File: config.mk
export PLATFORM = sky130hd
export DESIGN_NAME = serial_line_editor
export DESIGN_NICKNAME = d
export VERILOG_FILES = /design/src/rtl/sle_pkg.sv /design/src/rtl/serial_line_editor.sv
export SDC_FILE = /design/constraint.sdc
export NUM_CORES = 2
export LEC_CHECK = 0
export ABC_CLOCK_PERIOD_IN_PS = 8100
export BUFFER_PORTS_ARGS = -buffer_cell sky130_fd_sc_hd__clkbuf_2
export CAP_MARGIN = 0
export CELL_PAD_IN_SITES_DETAIL_PLACEMENT = 0
export CELL_PAD_IN_SITES_GLOBAL_PLACEMENT = 1
export CORE_UTILIZATION = 40
export CTS_CLUSTER_SIZE = 16
export DETAILED_ROUTE_END_ITERATION = 8
export PLACE_DENSITY_LB_ADDON = 0.1
export SETUP_SLACK_MARGIN = 0.2
export SLEW_MARGIN = 25
export SYNTH_ARGS = -nofsm -noshare
export SYNTH_HDL_FRONTEND = slang
export SYNTH_SLANG_ARGS = --single-unit
File: constraint.sdc
create_clock -name clk -period 8.1 [get_ports clk]
set_clock_uncertainty 0.15 [all_clocks]
set_input_delay 1.215 -clock clk [delete_from_list [all_inputs] [get_ports clk]]
set_output_delay 1.215 -clock clk [all_outputs]
set_load 0.005 [all_outputs]
File: src/rtl/sle_pkg.sv
// constants, codes and ring index helpers for the serial line editor
`default_nettype none

package sle_pkg;

	// ring store geometry
	localparam int BUF_SLOTS = 128;
	localparam int IDX_W     = $clog2(BUF_SLOTS);

	// erase count width and saturation point
	localparam int CNT_W   = 7;
	localparam int SAT_W   = IDX_W + CNT_W;
	localparam logic [CNT_W-1:0] CNT_MAX = {CNT_W{1'b1}};

	// port widths
	localparam int CHAR_W      = 8;
	localparam int STATUS_W    = 3;
	localparam int OUT_TDATA_W = 24;

	// request kinds
	localparam logic REQ_CHAR = 1'b0;
	localparam logic REQ_READ = 1'b1;

	// result status codes
	localparam logic [STATUS_W-1:0] ST_ECHO   = 3'd0;
	localparam logic [STATUS_W-1:0] ST_BELL   = 3'd1;
	localparam logic [STATUS_W-1:0] ST_ERASED = 3'd2;
	localparam logic [STATUS_W-1:0] ST_DONE   = 3'd3;
	localparam logic [STATUS_W-1:0] ST_READ   = 3'd4;
	localparam logic [STATUS_W-1:0] ST_EMPTY  = 3'd5;
	localparam logic [STATUS_W-1:0] ST_BUSY   = 3'd6;

	// control characters
	localparam logic [CHAR_W-1:0] CH_BS     = 8'h08;
	localparam logic [CHAR_W-1:0] CH_DEL    = 8'h7F;
	localparam logic [CHAR_W-1:0] CH_CTRL_W = 8'h17;
	localparam logic [CHAR_W-1:0] CH_CTRL_U = 8'h15;
	localparam logic [CHAR_W-1:0] CH_CR     = 8'h0D;
	localparam logic [CHAR_W-1:0] CH_LF     = 8'h0A;
	localparam logic [CHAR_W-1:0] CH_TAB    = 8'h09;
	localparam logic [CHAR_W-1:0] CH_SPACE  = 8'h20;

	// ring successor
	function automatic logic [IDX_W-1:0] next_slot(input logic [IDX_W-1:0] n);
		return (n == IDX_W'(BUF_SLOTS - 1)) ? '0 : n + IDX_W'(1);
	endfunction

	// ring predecessor
	function automatic logic [IDX_W-1:0] prev_slot(input logic [IDX_W-1:0] n);
		return (n == '0) ? IDX_W'(BUF_SLOTS - 1) : n - IDX_W'(1);
	endfunction

	// stored length, tail minus head modulo the ring size
	function automatic logic [IDX_W-1:0] ring_len(input logic [IDX_W-1:0] head,
			input logic [IDX_W-1:0] tail);
		logic [IDX_W:0] diff;
		diff = {1'b0, tail} - {1'b0, head};
		if (tail < head) begin
			diff = diff + (IDX_W + 1)'(BUF_SLOTS);
		end
		return diff[IDX_W-1:0];
	endfunction

	// length clipped to the erase count range
	function automatic logic [CNT_W-1:0] sat_count(input logic [IDX_W-1:0] len);
		return (SAT_W'(len) > SAT_W'(CNT_MAX)) ? CNT_MAX : CNT_W'(len);
	endfunction

	// space, tab, lf, vt, ff or cr
	function automatic logic is_blank(input logic [CHAR_W-1:0] c);
		return (c == CH_SPACE) || ((c >= CH_TAB) && (c <= CH_CR));
	endfunction

endpackage

`default_nettype wire

File: src/rtl/serial_line_editor.sv
// Serial line editor: ring-buffered line editing with echo, erase and line read-out.
// A character is decoded on accept and its result goes through S_OUT to the output register; a read passes S_READ
// for its one memory read first, and Ctrl-W walks back through S_WSCAN until the line empties or a blank stops it.
// One item at a time: s_tready is high only in S_IDLE; the word-erase scan reads one stored byte a cycle.
// Reset clears head, tail and the pending-line flag; the line store itself is not cleared.
`default_nettype none

module serial_line_editor (
	input  wire logic                               clk,
	input  wire logic                               arst_n,
	input  wire logic                               s_tvalid,
	output logic                                    s_tready,
	input  wire logic [sle_pkg::CHAR_W-1:0]         s_tdata,  // rx_char[7:0]
	input  wire logic                               s_tuser,  // req_type[0]
	output logic                                    m_tvalid,
	input  wire logic                               m_tready,
	output logic [sle_pkg::OUT_TDATA_W-1:0]         m_tdata,  // echo_char[7:0], erase_count[14:8], read_char[22:15], zero[23]
	output logic [sle_pkg::STATUS_W-1:0]            m_tuser,  // status[2:0]
	output logic                                    m_tlast   // read_last
);

	localparam logic [1:0] S_IDLE  = 2'd0;
	localparam logic [1:0] S_READ  = 2'd1;
	localparam logic [1:0] S_WSCAN = 2'd2;
	localparam logic [1:0] S_OUT   = 2'd3;

	logic [1:0]                   state_q, state_d;
	logic [sle_pkg::IDX_W-1:0]    head_q, head_d, tail_q, tail_d;
	logic                         pending_q, pending_d;

	logic [sle_pkg::STATUS_W-1:0] res_status_q, res_status_d;
	logic [sle_pkg::CHAR_W-1:0]   res_echo_q, res_echo_d;
	logic [sle_pkg::CNT_W-1:0]    res_cnt_q, res_cnt_d;
	logic [sle_pkg::CHAR_W-1:0]   res_rd_q, res_rd_d;
	logic                         res_last_q, res_last_d;

	logic                         out_valid_q;
	logic [sle_pkg::STATUS_W-1:0] out_status_q;
	logic [sle_pkg::CHAR_W-1:0]   out_echo_q;
	logic [sle_pkg::CNT_W-1:0]    out_cnt_q;
	logic [sle_pkg::CHAR_W-1:0]   out_rd_q;
	logic                         out_last_q;

	logic [sle_pkg::CHAR_W-1:0]   line_mem [sle_pkg::BUF_SLOTS];
	logic                         mem_we, mem_re;
	logic [sle_pkg::IDX_W-1:0]    mem_wa, mem_ra;
	logic [sle_pkg::CHAR_W-1:0]   mem_wd, mem_rdata_q;

	logic                         accept, load_out;
	logic [sle_pkg::IDX_W-1:0]    len, prev_tail;

	// handshake and derived indices
	assign s_tready  = (state_q == S_IDLE);
	assign accept    = s_tvalid && s_tready;
	assign load_out  = (state_q == S_OUT) && (!out_valid_q || m_tready);
	assign len       = sle_pkg::ring_len(head_q, tail_q);
	assign prev_tail = sle_pkg::prev_slot(tail_q);

	// sequencer: decode on accept, memory read wait, word-erase scan, hand-off
	always_comb begin
		state_d      = state_q;
		head_d       = head_q;
		tail_d       = tail_q;
		pending_d    = pending_q;
		res_status_d = res_status_q;
		res_echo_d   = res_echo_q;
		res_cnt_d    = res_cnt_q;
		res_rd_d     = res_rd_q;
		res_last_d   = res_last_q;
		mem_we       = 1'b0;
		mem_wa       = tail_q;
		mem_wd       = s_tdata;
		mem_re       = 1'b0;
		mem_ra       = head_q;
		unique case (state_q)
			S_IDLE: begin
				if (accept) begin
					res_echo_d = '0;
					res_cnt_d  = '0;
					res_rd_d   = '0;
					res_last_d = 1'b0;
					state_d    = S_OUT;
					if (s_tuser == sle_pkg::REQ_READ) begin
						if (!pending_q || len == '0) begin
							res_status_d = sle_pkg::ST_EMPTY;
						end else begin
							mem_re  = 1'b1;
							mem_ra  = head_q;
							state_d = S_READ;
						end
					end else if (pending_q) begin
						res_status_d = sle_pkg::ST_BUSY;
					end else begin
						case (s_tdata) inside
							sle_pkg::CH_CR: begin
								mem_we       = 1'b1;
								mem_wd       = sle_pkg::CH_LF;
								tail_d       = sle_pkg::next_slot(tail_q);
								pending_d    = 1'b1;
								res_status_d = sle_pkg::ST_DONE;
							end
							sle_pkg::CH_BS, sle_pkg::CH_DEL: begin
								if (len == '0) begin
									res_status_d = sle_pkg::ST_BELL;
								end else begin
									tail_d       = prev_tail;
									res_cnt_d    = sle_pkg::CNT_W'(1);
									res_status_d = sle_pkg::ST_ERASED;
								end
							end
							sle_pkg::CH_CTRL_W: begin
								res_status_d = sle_pkg::ST_ERASED;
								if (len != '0) begin
									mem_re  = 1'b1;
									mem_ra  = prev_tail;
									state_d = S_WSCAN;
								end
							end
							sle_pkg::CH_CTRL_U: begin
								tail_d       = head_q;
								res_cnt_d    = sle_pkg::sat_count(len);
								res_status_d = sle_pkg::ST_ERASED;
							end
							default: begin
								if (len >= sle_pkg::IDX_W'(sle_pkg::BUF_SLOTS - 2)) begin
									res_status_d = sle_pkg::ST_BELL;
								end else begin
									mem_we       = 1'b1;
									mem_wd       = s_tdata;
									tail_d       = sle_pkg::next_slot(tail_q);
									res_echo_d   = s_tdata;
									res_status_d = sle_pkg::ST_ECHO;
								end
							end
						endcase
					end
				end
			end
			S_READ: begin
				res_status_d = sle_pkg::ST_READ;
				res_rd_d     = mem_rdata_q;
				head_d       = sle_pkg::next_slot(head_q);
				if (sle_pkg::next_slot(head_q) == tail_q) begin
					res_last_d = 1'b1;
					pending_d  = 1'b0;
				end
				state_d = S_OUT;
			end
			S_WSCAN: begin
				// read data is the byte just before the tail
				if (sle_pkg::is_blank(mem_rdata_q)) begin
					state_d = S_OUT;
				end else begin
					tail_d    = prev_tail;
					res_cnt_d = (res_cnt_q == sle_pkg::CNT_MAX) ? res_cnt_q
						: res_cnt_q + sle_pkg::CNT_W'(1);
					if (prev_tail == head_q) begin
						state_d = S_OUT;
					end else begin
						mem_re = 1'b1;
						mem_ra = sle_pkg::prev_slot(prev_tail);
					end
				end
			end
			S_OUT: begin
				if (load_out) begin
					state_d = S_IDLE;
				end
			end
			default: begin
				state_d = S_IDLE;
			end
		endcase
	end

	// control state
	always_ff @(posedge clk or negedge arst_n) begin
		if (!arst_n) begin
			state_q     <= S_IDLE;
			head_q      <= '0;
			tail_q      <= '0;
			pending_q   <= 1'b0;
			out_valid_q <= 1'b0;
		end else begin
			state_q   <= state_d;
			head_q    <= head_d;
			tail_q    <= tail_d;
			pending_q <= pending_d;
			if (load_out) begin
				out_valid_q <= 1'b1;
			end else if (m_tready) begin
				out_valid_q <= 1'b0;
			end
		end
	end

	// result under construction and output register
	always_ff @(posedge clk) begin
		res_status_q <= res_status_d;
		res_echo_q   <= res_echo_d;
		res_cnt_q    <= res_cnt_d;
		res_rd_q     <= res_rd_d;
		res_last_q   <= res_last_d;
		if (load_out) begin
			out_status_q <= res_status_q;
			out_echo_q   <= res_echo_q;
			out_cnt_q    <= res_cnt_q;
			out_rd_q     <= res_rd_q;
			out_last_q   <= res_last_q;
		end
	end

	// line store, one write and one registered read per cycle
	always_ff @(posedge clk) begin
		if (mem_we) begin
			line_mem[mem_wa] <= mem_wd;
		end
		if (mem_re) begin
			mem_rdata_q <= line_mem[mem_ra];
		end
	end

	// output packing
	assign m_tvalid = out_valid_q;
	assign m_tdata  = {1'b0, out_rd_q, out_cnt_q, out_echo_q};
	assign m_tuser  = out_status_q;
	assign m_tlast  = out_last_q;

endmodule

`default_nettype wire

After elaboration in Yosys (flattened, before gate mapping)
Memories as Yosys holds them, arrays and structs flattened. A register that Yosys moved wholly into a read port is not among the register bits.
Cells that the tools add are included.
Widths: inputs -> output; s select.
{"block": "classes", "n_addsub": 7, "order_cmp": 4, "eq_ne": 26, "muxes": 100, "reduce_logical": 26}
{"operator": "$mux 7", "n": 33}
{"operator": "$mux 8", "n": 6}
{"operator": "$pmux 7 s2", "n": 3}
{"operator": "$mux 1", "n": 37}
{"operator": "$add 7x1->7 const B", "n": 4}
{"operator": "$mux 2", "n": 11}
{"operator": "$eq 7x7->1 const B", "n": 3}
{"operator": "$logic_not 7->1", "n": 3}
{"operator": "$eq 8x4->1 const B", "n": 2}
{"operator": "$eq 8x5->1 const B", "n": 2}
{"operator": "$pmux 8 s2", "n": 1}
{"operator": "$eq 7x7->1", "n": 2}
{"operator": "$sub 7x1->7 const B", "n": 2}
{"operator": "$mux 3", "n": 4}
{"operator": "$ne 2x2->1 const B", "n": 6}
{"operator": "$reduce_and 3->1", "n": 3}
{"operator": "$eq 8x6->1 const B", "n": 1}
{"operator": "$eq 8x7->1 const B", "n": 1}
{"operator": "$ge 8x4->1 const B", "n": 1}
{"operator": "$le 8x4->1 const B", "n": 1}
{"operator": "$pmux 2 s4", "n": 1}
{"operator": "$reduce_and 4->1", "n": 2}
{"operator": "$reduce_and 8->1", "n": 1}
{"operator": "$reduce_or 8->1", "n": 1}
{"operator": "21 further kinds", "n": 32}
{"block": "totals", "regBits": 72, "mem_bits_rw": 1024, "input_bits": 13, "out_inout_bits": 30, "word_cells": 179, "n_memories": 1}
{"memory": "line_mem", "depth": 128, "word_bits": 8, "rd": 1, "rd_clocked_by_memory_dff": 1, "write_ports": 1, "line": "serial_line_editor.sv:44", "source": "logic [sle_pkg::CHAR_W-1:0] line_mem [sle_pkg::BUF_SLOTS];"}

Longest topological paths before layout
{"block": "depth", "word_depth": 15, "depth_mapped": 22, "mapped_depth_nobuf": 16}

Worst setup path after synthesis
OpenSTA, ideal clock, no wires.
{"block": "synth_timing", "path_kind": "input port to flip-flop", "start": "input s_tdata[5] (netlist name)", "end": "memory line_mem[0][2] (netlist name), data pin", "setup_time_ps": 891, "t_arrival_ps": 5121, "required_ps": 7059, "slack_ps": 1938, "stages": 4, "n_path_buf": 0, "cell_sequence": "nor4_1 and4_1 and2_1 a21oi_1"}
{"block": "synth_via", "elab_chain_cells": 6}
{"element": "start: declaration", "line": "serial_line_editor.sv:13", "source": "input wire logic [sle_pkg::CHAR_W-1:0] s_tdata,"}
{"element": "$eq 8x4->1 (no line)"}
{"element": "$mux 8", "line": "serial_line_editor.sv:94", "source": "case (s_tdata) inside"}
{"element": "$mux 8", "line": "serial_line_editor.sv:91", "source": "end else if (pending_q) begin"}
{"element": "$mux 8", "line": "serial_line_editor.sv:83", "source": "if (s_tuser == sle_pkg::REQ_READ) begin"}
{"element": "$mux 8", "line": "serial_line_editor.sv:77", "source": "if (accept) begin"}
{"element": "$mux 8", "line": "serial_line_editor.sv:75", "source": "unique case (state_q)"}
{"element": "via mem_wd (one bit)", "line": "serial_line_editor.sv:47", "source": "logic [sle_pkg::CHAR_W-1:0] mem_wd, mem_rdata_q;"}
{"element": "end: declaration", "line": "serial_line_editor.sv:44"}
The timed path passes the listed nets, and every way through them passes these cells.

Worst setup path after layout
{"block": "layout_timing", "start": "register tail_q, in the netlist mem_wa[0]", "end": "register mem_rdata_q[1] (netlist name), read port of line_mem, data pin"}
{"block": "layout_via", "elab_chain_cells": 12, "word_cells_on_any_way": 35, "classes_between": "add/sub (4); order compare (1); eq/ne (1); mux (24); reduce/logical (5)"}
{"element": "start: declaration", "line": "serial_line_editor.sv:28", "source": "logic [sle_pkg::IDX_W-1:0] head_q, head_d, tail_q, tail_d;"}
{"element": "start signal: assignment", "line": "serial_line_editor.sv:187", "source": "tail_q <= tail_d;"}
{"element": "$sub 7x7->7", "line": "sle_pkg.sv:57", "source": "diff = {1'b0, tail} - {1'b0, head};"}
{"element": "$add 7x1->7", "line": "sle_pkg.sv:59", "source": "diff = diff + (IDX_W + 1)'(BUF_SLOTS);"}
{"element": "$mux 7", "line": "sle_pkg.sv:58", "source": "if (tail < head) begin"}
{"element": "$reduce_bool 7->1", "line": "serial_line_editor.sv:113", "source": "if (len != '0) begin"}
{"element": "$mux 7 or $mux 1 (tied branches)", "line": "serial_line_editor.sv:113"}
{"element": "$mux 7 or $mux 1 (tied branches) (3 in series)", "line": "serial_line_editor.sv:94"}
{"element": "$mux 7 or $mux 1 (tied branches)", "line": "serial_line_editor.sv:91"}
{"element": "$mux 7 or $mux 1 (tied branches)", "line": "serial_line_editor.sv:83"}
{"element": "$mux 7 or $mux 1 (tied branches)", "line": "serial_line_editor.sv:77"}
{"element": "$pmux 7 s2 or $pmux 1 s2 (tied branches)", "line": "serial_line_editor.sv:75"}
{"element": "end: declaration", "line": "serial_line_editor.sv:47"}
Parallel ways exist; a longest one is shown, timed or not.
A chain may end at the register's enable or synchronous reset.

==> results.toml <==
[floorplan]
num_io_pins = 43
core-area_um2 = 116000
die-area_um2 = 118000
row_count = 125
start_util = 0.404
die_h_um = 344
die_x_um = 344

[sta]
final.min_clock_period_ns = 7.46
hold_viol = 0
fin_tns_setup_ns = 0
setup_viol_count_final = 0
rsz0062_at_grt = "no"
finalHoldWorstSlack_ns = 0.267
fmax_mhz = 134
max_slew_margin = 0.210
tightest_slew_ns = 1.17
finalCritPeriodShare = 0.921
drv_slew = 0

[synth]
postSynthAreaPerCell_um2 = 13.6
synth-compound-area-share = 0.105
yosys-mux-area-fraction = 0.0337
ys.flop_type = "edfxtp_1"
ys_seq_area_frac = 0.706
synth-xor-area-share = 0.00542
syn-num-nets = 3465
synth_edf_count = 1086
async_flop_share = 0.0163
syn_inst = 3434
ys_ff_latch = 1104
ys_warn_count = 0
syn_area_um2 = 46800
yosys.area_share.simple = 0.107
synthAdderAreaFrac = 0.00497
synthDistinctLibCells = 76
synth_top_family_by_area = "simple AND/OR/NAND/NOR gates"

[pwr]
p_total_uw = 22100
p_leak_uw = 0.0180
vdd_drop_max_uv = 578
power.density_nw_per_um2 = 419

[cells_and_area]
finalNetCount = 3474
final_area_um2 = 52800
fillCellCount = 10323
multi_input_area_um2 = 12100
drive_gt1_frac = 0.107
area_growth_pct = 12.8
n_antenna_cell = 0
seqCellArea_um2 = 33100

[critical_path]
arrival_ns = 7.76
worstSetupPathType = "flip-flop to flip-flop"
critPathLaunchType = "flip-flop"
cp_cell_sequence = "inv_1 -> ha_1 -> inv_1 -> fa_1 -> a211oi_1 -> o21ai_0 -> nor2b_1 -> or3_1 -> o211ai_1 -> mux2i_4 -> nand3_4 -> buf_4 -> a221oi_1 -> nor4_1 -> nor4_1 -> nand4_1 -> buf_4 -> or4_1"
crit_fanout = 25
crit_family = "simple AND/OR/NAND/NOR gates"
required_ns = 8.40
r2r-start = "mem_wa[0]$_DFFE_PN0P_"
startpoint = "mem_wa[0]$_DFFE_PN0P_"
worst_path_largest_cell_delay_ns = 0.60
crit_path_top_delay_cell = "nor4_1"
cp_num_buf_inv = 4
worstSetupEndpointType = "flip-flop"

[cts]
numCtsBuffers = 117
path_clk_slew_ns = 0.06
hold_buffers = 0
postCtsSetupBuffers = 0
post_cts_resized = 0
cts.path.max_buffers = 3
htree_levels = 3
clock_latency_ns = 0.71
cts-root-buf = "clkbuf_16"
numClockSinks = 1104
tritoncts = "yes"

[placement]
dp_hpwl_um = 89000
gp_congestion = 0.860
dpl-instance-area_um2 = 49100
port_buffers = 41

[detailed_routing]
totalWireLength_um = 147000
vias = 30602
drc = 0
wl_per_cell_um = 29.0
first_iter_violations = 3173
ant_nets = 0
first_pass_iters = 6
via_per_inst = 6.04

[outcome]
status = "finished clean"

[global_routing]
grt_pass1_vias = 29789
grtUsageTotal = 0.247
grt_overflow = 0
grt_start_max_net_pins = 140
antenna_found_initial = 4
grt_pass1_wl_um = 213000

[min_path]
min_path_type = "flip-flop to flip-flop"
worstHoldStart = "res_rd_q[2]$_SDFFCE_PN0P_"

[flow_run]
cap_violations = 0
[worst reg2reg max path, cell delays in order, from the launching register on]
cell and delay [ns]:
dfrtp_1 0.58, inv_1 0.37, ha_1 0.23, inv_1 0.06
fa_1 0.41, a211oi_1 0.30, o21ai_0 0.14, nor2b_1 0.18
or3_1 0.42, o211ai_1 0.49, mux2i_4 0.38, nand3_4 0.48
buf_4 0.48, a221oi_1 0.60, nor4_1 0.15, nor4_1 0.60
nand4_1 0.40, buf_4 0.29, or4_1 0.50
[power by group]
| group | internal, uW | leakage (uW) | total [uW] | switching [uW] |
|---|---|---|---|---|
| Combinational | 3030 | 0.00616 | 10100 | 7110 |
| Sequential | 6560 | 0.0100 | 6760 | 197 |
| Clock | 2970 | 0.00181 | 5240 | 2270 |
| Total | 12600 | 0.0180 | 22100 | 9580 |
[per-stage QoR]
| step | util | std cells | setup WS (ns) |
|---|---|---|---|
| 6_report | 0.455 | 5065 | 0.642 |
| 5_1_grt | 0.455 | 5065 | 0.424 |
| 4_1_cts | 0.455 | 5065 | 0.645 |
| 3_5_place_dp | 0.423 | 4848 | 0.680 |
| 3_3_place_gp | 0.422 | 4846 | 0.565 |
| 2_1_floorplan | - | 3434 | 1.94 |
[cells by family (layout without fill, tap and decap cells)]
family	after synthesis	after routing
flops	1104	1104
other cells	1	1
fa+ha+maj	18	18
xor+xnor	29	29
compound gates	667	667
buf+inv	445	552
simple gates	1021	1021
mux	149	149
[synthesized netlist by cell type, types with 5 or more instances]
| master | n | area, um^2 |
|---|---|---|
| o2111ai_1 | 10 | 87.6 |
| a311oi_1 | 33 | 289 |
| mux4_2 | 6 | 135 |
| nand2b_1 | 9 | 56.3 |
| buf_2 | 50 | 250 |
| mux2_2 | 8 | 90.1 |
| nor3_1 | 13 | 65.1 |
| o41ai_1 | 9 | 78.8 |
| o221ai_1 | 7 | 61.3 |
| mux2i_1 | 135 | 1350 |
| xor2_1 | 10 | 87.6 |
| buf_1 | 31 | 116 |
| or3_1 | 7 | 43.8 |
| buf_6 | 5 | 56.3 |
| edfxtp_1 | 1086 | 32600 |
| nor2_1 | 195 | 732 |
| o22ai_1 | 42 | 263 |
| nand3_1 | 103 | 515 |
| clkbuf_1 | 188 | 706 |
| o211ai_1 | 6 | 45.0 |
| a2111oi_0 | 6 | 52.6 |
| ha_1 | 17 | 213 |
| or4_1 | 9 | 67.6 |
| nand4_1 | 39 | 244 |
| or2_2 | 7 | 43.8 |
| and3_1 | 128 | 801 |
| xnor2_1 | 19 | 166 |
| a21oi_1 | 19 | 95.1 |
| and2_1 | 18 | 113 |
| nor4_1 | 139 | 870 |
| a31oi_1 | 150 | 938 |
| a221oi_1 | 116 | 1020 |
| nand2_1 | 328 | 1230 |
| o21ai_0 | 52 | 260 |
| a32oi_1 | 26 | 228 |
| inv_1 | 166 | 623 |
| dfrtp_1 | 18 | 450 |
| a211oi_1 | 154 | 1160 |
[placed cells by master (no fill, tap or decap), types with 10 or more instances in the layout]
cell	n
mux2i_1	134
buf_12	12
nor4_1	137
clkbuf_16	118
clkbuf_2	36
clkinv_1	43
edfxtp_1	1086
a221oi_1	116
a32oi_1	26
nor3_1	13
o21ai_0	52
inv_1	166
o2111ai_1	10
and3_1	127
nor2_1	192
nand2_1	322
xor2_1	10
a311oi_1	33
a31oi_1	150
bufinv_16	10
clkinv_2	18
nand3_1	102
nand4_1	39
a21oi_1	17
a211oi_1	152
buf_4	118
xnor2_1	19
o22ai_1	41
dfrtp_1	18
clkbuf_1	16
and2_1	17
ha_1	17
[routing by layer]
layer	up-vias	wire length, um	track usage
met3	217	9640	0.0448
met1	15777	64100	0.346
met4	0	4030	0.0697
met2	1105	69200	0.395
met5	-	0	0
li1	13503	-	-
[flip-flops by register name, indices dropped and copies added, names as in the netlist]
signal / flops
state_q: 2
out_echo_q: 8
out_cnt_q: 7
res_cnt_q: 7
pending_q: 1
out_rd_q: 8
mem_rdata_q: 8
line_mem: 1024
res_rd_q: 8
res_echo_q: 8
m_tvalid: 1
res_last_q: 1
m_tlast: 1
mem_wa: 7
head_q: 7
m_tuser: 3
res_status_q: 3
[worst paths after layout]
path	end	slack, ns	cells past startpoint
max	mem_rdata_q[1]$_DFFE_PP_	0.64	18
min	out_rd_q[2]$_DFFE_PP_	0.27	0
max reg2reg	mem_rdata_q[1]$_DFFE_PP_	0.64	18
min reg2reg	out_rd_q[2]$_DFFE_PP_	0.27	0
max in group asynchronous	mem_wa[6]$_DFFE_PN0P_	7.10	1
min in group asynchronous	state_q[1]$_DFFE_PN0P_	0.33	1
[cell type report]
class | instances | area share
clock buffer | 134 | 0.0571
clock inverter | 83 | 0.0133
inverter | 167 | 0.0119
multi-input combinational | 1885 | 0.230
sequential | 1104 | 0.626
tap | 1524 | 0.0361
timing repair buffer | 168 | 0.0255
No activity file was read; power rests on OpenSTA's default activity.
